===== config.mk =====
export PLATFORM = sky130hd
export DESIGN_NAME = eps_ctrl
export DESIGN_NICKNAME = d
export VERILOG_FILES = /design/src/rtl/core/eps_pkg.sv /design/src/rtl/core/eps_ctrl.sv
export SDC_FILE = /design/constraint.sdc
export NUM_CORES = 1
export LEC_CHECK = 0
export ABC_AREA = 0
export BUFFER_PORTS_ARGS = -buffer_cell sky130_fd_sc_hd__buf_4
export CORE_ASPECT_RATIO = 2
export CORE_MARGIN = 5
export CORE_UTILIZATION = 59
export DETAILED_ROUTE_END_ITERATION = 8
export GPL_TIMING_DRIVEN = 0
export HOLD_SLACK_MARGIN = 0.05
export PLACE_DENSITY_LB_ADDON = 0.08
export SYNTH_ARGS = -nofsm -noshare
export SYNTH_HDL_FRONTEND = slang
export SYNTH_SLANG_ARGS = --single-unit

===== constraint.sdc =====
create_clock -name clk -period 3.4 [get_ports clk]
set_input_delay 0.51 -clock clk [delete_from_list [all_inputs] [get_ports clk]]
set_output_delay 0.51 -clock clk [all_outputs]
set_load 0.03 [all_outputs]

===== src/rtl/core/eps_pkg.sv =====
// ----------------------------------------------------------------------------
// eps_pkg
// Shared sizes and control/status types for the spanning tree unit.
// ----------------------------------------------------------------------------
package eps_pkg;

	localparam int MAX_DOORS = 64;
	localparam int IDX_W     = $clog2(MAX_DOORS);
	localparam int CNT_W     = IDX_W + 1;
	localparam int COORD_W   = 16;
	localparam int SQ_W      = 2 * COORD_W;
	localparam int DIST_W    = SQ_W + 2;

	// controller to datapath
	typedef struct packed {
		logic             store;        // write incoming point at wr_addr
		logic [IDX_W-1:0] wr_addr;
		logic             clear_joined; // new set: only point 0 in the tree
		logic             scan_start;   // clear running minimum
		logic             issue;        // scan element rd_addr enters pipeline
		logic [IDX_W-1:0] rd_addr;
		logic             first;        // first round: best distance not yet valid
		logic             emit;         // load edge into output register
		logic             last_edge;
	} eps_cmd_t;

	// datapath to controller
	typedef struct packed {
		logic pipe_busy;
		logic out_busy;
	} eps_status_t;

endpackage


===== src/rtl/core/eps_ctrl.sv =====
// ----------------------------------------------------------------------------
// eps_ctrl
// Sequencer: loads the point set, runs one scan per round over all points,
// waits for the pipeline to drain and hands each edge to the output register.
// ----------------------------------------------------------------------------
module eps_ctrl import eps_pkg::*; (
	input  logic        clk,
	input  logic        arst_n,
	input  logic        in_valid,
	output logic        in_stall,
	input  logic        last_point,
	input  eps_status_t status,
	output eps_cmd_t    cmd
);

	localparam logic [1:0] ST_IDLE  = 2'd0;
	localparam logic [1:0] ST_SCAN  = 2'd1;
	localparam logic [1:0] ST_DRAIN = 2'd2;
	localparam logic [1:0] ST_EMIT  = 2'd3;

	logic [1:0]       state_q;
	logic [CNT_W-1:0] count_q, n_q, round_q, scan_q;
	logic [CNT_W-1:0] n_next;
	logic             first_q;
	logic             accept, room, close, last_round;

	always_comb begin
		in_stall   = (state_q != ST_IDLE);
		accept     = in_valid && !in_stall;
		room       = (count_q < CNT_W'(MAX_DOORS));
		n_next     = count_q + CNT_W'(room);
		close      = accept && last_point && (n_next >= CNT_W'(2));
		last_round = (round_q == n_q - CNT_W'(1));

		cmd              = '0;
		cmd.wr_addr      = count_q[IDX_W-1:0];
		cmd.rd_addr      = scan_q[IDX_W-1:0];
		cmd.first        = first_q;
		cmd.last_edge    = last_round;
		unique case (state_q)
			ST_IDLE: begin
				cmd.store        = accept && room;
				cmd.clear_joined = close;
				cmd.scan_start   = close;
			end
			ST_SCAN: begin
				cmd.issue = 1'b1;
			end
			ST_DRAIN: begin
			end
			ST_EMIT: begin
				cmd.emit       = !status.out_busy;
				cmd.scan_start = !status.out_busy && !last_round;
			end
			default: begin
			end
		endcase
	end

	always_ff @(posedge clk or negedge arst_n) begin
		if (!arst_n) begin
			state_q <= ST_IDLE;
			count_q <= '0;
			n_q     <= '0;
			round_q <= '0;
			scan_q  <= '0;
			first_q <= 1'b0;
		end else begin
			unique case (state_q)
				ST_IDLE: begin
					if (accept) begin
						if (last_point) begin
							count_q <= '0;
							n_q     <= n_next;
							if (close) begin
								round_q <= CNT_W'(1);
								scan_q  <= '0;
								first_q <= 1'b1;
								state_q <= ST_SCAN;
							end
						end else begin
							count_q <= n_next;
						end
					end
				end
				ST_SCAN: begin
					scan_q <= scan_q + CNT_W'(1);
					if (scan_q == n_q - CNT_W'(1)) begin
						state_q <= ST_DRAIN;
					end
				end
				ST_DRAIN: begin
					if (!status.pipe_busy) begin
						state_q <= ST_EMIT;
					end
				end
				ST_EMIT: begin
					if (!status.out_busy) begin
						if (last_round) begin
							state_q <= ST_IDLE;
						end else begin
							round_q <= round_q + CNT_W'(1);
							first_q <= 1'b0;
							scan_q  <= '0;
							state_q <= ST_SCAN;
						end
					end
				end
				default: begin
					state_q <= ST_IDLE;
				end
			endcase
		end
	end

endmodule


== Word level (Yosys, flattened, before mapping) ==
Index checks and enable logic that the tools add are counted.

* Output and inout bits: 20
* Register bits: 31
* Latch bits: 0
* ROM bits: 0
* Memories: 0
* RAM bits: 0
* Word-level logic and storage cells: 73
* Input port bits: 6

* Multiplexer cells: 32
* $add $sub $neg: 4
* Div/mod/pow operators: 0
* Magnitude comparators: 2
* Multiply operators: 0
* Reductions and logical operators: 17
* Shift-type cells: 0
* Equal/unequal tests: 12
* Bitwise gates (word level): 0

{| class="wikitable"
|+ Operators with widths
! operator !! number
|-
| 7-bit 2-to-1 mux || 11
|-
| 7-bit one-hot mux with 3 select lines || 1
|-
| 6-bit AND reduction || 3
|-
| 7-bit by 1-bit adder with 7-bit output (second input constant) || 2
|-
| 7-bit equality test || 2
|-
| 2-bit != test (second input constant) || 7
|-
| 7-bit one-hot mux with 2 select lines || 1
|-
| 2-bit 2-to-1 mux || 6
|-
| 1-bit 2-to-1 mux || 10
|-
| 2-bit one-hot mux with 4 select lines || 1
|-
| 7-bit by 1-bit adder with 7-bit output || 1
|-
| 7-bit by 2-bit >= comparator with 1-bit output (second input constant) || 1
|-
| 7-bit < comparator (second input constant) || 1
|-
| 7-bit by 1-bit subtractor with 7-bit output (second input constant) || 1
|-
| 1-bit logical AND || 5
|-
| 2-bit equality test (second input constant) || 2
|-
| 1-bit one-hot mux with 2 select lines || 2
|-
| 2-bit nonzero test || 2
|-
| 1-bit zero test || 3
|-
| 3-bit AND reduction || 1
|-
| 3-bit nonzero test || 1
|-
| 2-bit by 1-bit equality test with 1-bit output (second input constant) || 1
|-
| 2-bit zero test || 1
|-
| 2-bit AND reduction || 1
|}

== Depth between registers and ports, before layout ==
* Word-level depth: 9
* Depth in mapped cells: 10
* Gate-level depth less buffers: 8

== Worst setup path before layout ==
OpenSTA, ideal clock, no wires.

* Path type: reg-to-output
* From: register n_q[0]
* To: output port cmd[10] (netlist name)
* Path buffers: 2
* Slack: 514 ps
* Cell stages (with the launch flop): 10
* Data required time: 2890 ps
* Arrival time: 2376 ps
* Cells stage by stage: dfrtp_1 > buf_6 > inv_1 > ha_1 > or3b_4 > nor3_4 > xor3_2 > o31ai_1 > buf_2 > a21oi_1

{| class="wikitable"
|+ RTL lines
! what !! line !! text
|-
| from (decl) || eps_ctrl.sv:22 || <nowiki>logic [CNT_W-1:0] count_q, n_q, round_q, scan_q;</nowiki>
|-
| from (signal assigned) || eps_ctrl.sv:74 || <nowiki>n_q <= n_next;</nowiki>
|-
| to (decl) || eps_ctrl.sv:13 || <nowiki>output eps_cmd_t cmd</nowiki>
|}

== Worst setup path in the final report ==
* From: register n_q[1]
* To: register scan_q[0]

* Word-level cells in the longest chain between the ends: 4

{| class="wikitable"
|+ RTL lines
! what !! line !! text
|-
| 7-bit by 1-bit subtractor with 7-bit output || eps_ctrl.sv:33 || <nowiki>last_round = (round_q == n_q - CNT_W'(1));</nowiki>
|-
| 7-bit equality test || eps_ctrl.sv:33 ||
|-
| 2-bit != test (no source line) || n/a ||
|-
| 6-bit AND reduction (no source line) || n/a ||
|-
| to (signal assigned) || eps_ctrl.sv:87 || <nowiki>scan_q <= scan_q + CNT_W'(1);</nowiki>
|-
| to (decl) || eps_ctrl.sv:22 ||
|}

Every way passes these cells.
A chain may end at the register's enable or synchronous reset.

==> flow_summary.json <==
{
  "groute.usage.overall": 0.2321,
  "worst_clock_skew_ps": 5.155,
  "setup.worst_path.class": "reg2reg",
  "number_of_clock_sinks": 31,
  "post_route_cells_drive_above_1_share": 0.2564,
  "vias": 2174,
  "synth.yosys.seq_area_share": 0.3116,
  "grt_pass1_wl_um": 10240,
  "dpl_cell_area_sq_mm": 0.002743,
  "route.detailed.wl_per_inst_um": 16.36,
  "final_cell_area_sq_mm": 0.002883,
  "total_leakage_power_nw": 1.317,
  "comb_power_share": 0.619,
  "placementRows": 33,
  "ys_ff_latch": 31,
  "dp_hpwl_um": 4483,
  "num-nets-final": 327,
  "routed_wl_um": 5955,
  "maxCapViolCount": 0,
  "power.switching_fraction": 0.4668,
  "yosysWarnings": 0,
  "totalPowerFinal_w": 0.002365,
  "clkSlewWorstSetupHoldPaths_ps": 70,
  "tns_ps": 0,
  "finalWorstSetupSlack_ps": 162.4,
  "timing.final.max_slew_violations": 0,
  "path_delay_family": "simple AND/OR/NAND/NOR gates",
  "route.detailed.drc": 0,
  "place.gp.congestion": 0.8727,
  "cp_max_fo": 7,
  "die-width_um": 55.94,
  "initialDrtViolationCount": 54,
  "min_path_type": "in2async",
  "tightest_slew_ps": 615.6,
  "critPathRequiredTime_ps": 3570,
  "critical_path.endpoint_type": "register",
  "postSynthAreaPerCell_sq_um": 8.989,
  "cts_tree": "yes",
  "power_density_relative_to_cell_area_mw_per_mm2": 820.5,
  "drtAntennaViolNets": 0,
  "syn_area_sq_mm": 0.002490,
  "detail_route.vias_per_cell": 5.973,
  "number_of_buffer_and_inverter_instances_along_the_worst_setup_path": 3,
  "start_util": 0.6091,
  "grt_start_max_net_pins": 32,
  "min_period_over_period": 0.9522,
  "ys.flop_type": "dfrtp_1",
  "design.core.area_sq_mm": 0.004088,
  "vdd.ir_drop.worst_mv": 0.4511,
  "reg_power_frac": 0.239,
  "io_buffers": 25,
  "cp-start-kind": "register",
  "worstSkewPairLatency_ps": 290,
  "postSynthNetCount": 293,
  "insertedDiodeCount": 0,
  "timing.critical_path.cells": "inv_1 > ha_4 > or3b_4 > nor3_4 > xor3_2 > buf_4 > o41ai_4 > or3_1 > buf_6 > mux2_4",
  "full_die_area_sq_mm": 0.005698,
  "slowest_delay_ps": 580,
  "place_worst_setup_slack_ps": 179.0,
  "final.min_clock_period_ps": 3238,
  "cts.root.buffer_cell": "clkbuf_8",
  "arrival_ps": 3410,
  "synth_enable_flop_cells": 0,
  "synthToLayoutAreaGrowth_pct": 15.78,
  "p_switching_w": 0.001104,
  "max-clock-path-buffers": 2,
  "io_pins": 26,
  "layout.core_utilization": 0.7052,
  "crit_path_top_delay_cell": "o41ai_4",
  "postSynthCellCount": 277,
  "intPower_w": 0.001261,
  "timing.max_slew.rel_slack": 0.5844,
  "drt_pre_antenna_iters": 5,
  "yosysUniqueCellTypes": 57,
  "die-height_um": 101.9,
  "part_of_the_power_in_the_clock_network": 0.142,
  "outcome": "finished, final reports clean",
  "number_of_antenna_violations_at_the_first_check_in_global_routing": 0,
  "grt_remaining_overflow": 0,
  "unrepaired_setup_endpoints_after_global_routing": "false",
  "fmax_ghz": 0.3089,
  "finalHoldViolations": 0,
  "setup_viol_count_final": 0,
  "first_global_vias": 2170,
  "tritoncts.num_buffers": 5,
  "cts_max_level": 2,
  "async_flop_share": 1.000
}
## sequential cells by signal, indices dropped and copies added (netlist names)
register  count
n_q           7
scan_q        7
first_q       1
round_q       7
count_q       7
state_q       2
## kinds of logic after synthesis
| group | count (synthesis) | synth area share |
|---|---|---|
| and+or+nand+nor | 104 | 0.2327 |
| adders and majority gates | 10 | 0.05025 |
| buffers and inverters | 43 | 0.1005 |
| AOI/OAI and AO/OA | 62 | 0.1869 |
| xor gates and xnor gates | 20 | 0.08593 |
| muxes | 7 | 0.03216 |
| DFF | 31 | 0.3116 |
## synth_stat cells, types with 2 or more instances
library cell	number	area, sq um
o31ai_1	6	45.04
a21o_1	2	15.01
o211a_1	2	20.02
or4_4	2	22.52
nand3_1	21	105.1
xnor2_1	6	52.55
buf_2	5	25.02
and3_1	2	12.51
or4_1	5	37.54
o21ai_0	17	85.08
nor3_1	5	25.02
nand3b_1	3	22.52
a21oi_1	7	35.03
o211ai_1	6	45.04
mux2_2	4	45.04
xor2_1	11	96.34
mux2i_1	2	20.02
buf_6	4	45.04
nand2b_1	5	31.28
nor2_1	14	52.55
buf_4	14	105.1
or3_1	5	31.28
inv_1	15	56.30
nand2_1	27	101.4
o311ai_0	3	26.28
nor2b_1	2	12.51
a31oi_1	2	12.51
ha_1	10	125.1
o41ai_1	6	52.55
clkbuf_1	5	18.77
nor3b_1	3	22.52
dfrtp_1	31	775.7
## power groups by stage
stage                     Sequential, W  Combinational (W)  Clock [W]
after floorplan                0.000546            0.00108          0
after global placement         0.000566            0.00140          0
after detailed placement       0.000571            0.00142          0
after CTS                      0.000566            0.00147   0.000342
after global routing           0.000585            0.00159   0.000362
final                          0.000566            0.00146   0.000335
## what timing repair did
item | in CTS | in global routing
setup endpoints to repair | 1 | 4
cloned | 0 | 0
pin swaps | 1 | 1
buffers inserted | 2 | 0
resized for setup | 5 | 1
hold buffers | 0 | 0
## area by class of cell
| class | instances | area (sq um) |
|---|---|---|
| Clock buffer | 8 | 100.1 |
| Inverter | 15 | 56.30 |
| Timing Repair Buffer | 27 | 202.7 |
| Multi-Input combinational cell | 203 | 1485 |
| Fill cell | 343 | 1205 |
| Buffer | 28 | 196.4 |
| Sequential cell | 31 | 777.0 |
| Tap cell | 52 | 65.06 |
## placed cells by master (no fill, tap or decap), types with 5 or more instances in the layout
cell	netlist	layout
dfrtp_1	31	30
o21ai_0	17	17
inv_1	15	15
o211ai_1	6	6
nor2_1	14	14
xnor2_1	6	6
clkbuf_1	5	6
o31ai_1	6	5
a21oi_1	7	7
nor3_1	5	5
o41ai_1	6	6
or4_1	5	5
ha_1	10	9
nand3_1	21	21
or3_1	5	5
buf_4	14	42
nand2_1	27	27
clkbuf_8	0	7
xor2_1	11	11
nand2b_1	5	5
## routing by layer
layer / routed length, um / track usage / vias up
met2: 3271 / 0.4307 / 69
met3: 212 / 0.03666 / 18
met4: 224 / 0.1554 / 0
met1: 2246 / 0.2360 / 1032
met5: 0 / 0 / -
li1: - / - / 1055
## through the flow
stage	hold slack (ps)	instances
after floorplan	214.4	277
after global placement	472.7	354
after detailed placement	473.7	354
after CTS	162.7	364
after global routing	170.6	364
final	146.7	364
## worst paths after layout
check	depth (start not counted)	from	end	slack, ps
min in group clk	2	last_point	count_q[3]	500
max	10	n_q[1]	scan_q[0]	160
max in group asynchronous	1	arst_n	n_q[1]	2920
max reg2reg	10	n_q[1]	scan_q[0]	160
min	1	arst_n	round_q[0]	150
min reg2reg	2	first_q	first_q	510
No activity file was read; power rests on OpenSTA's default activity.
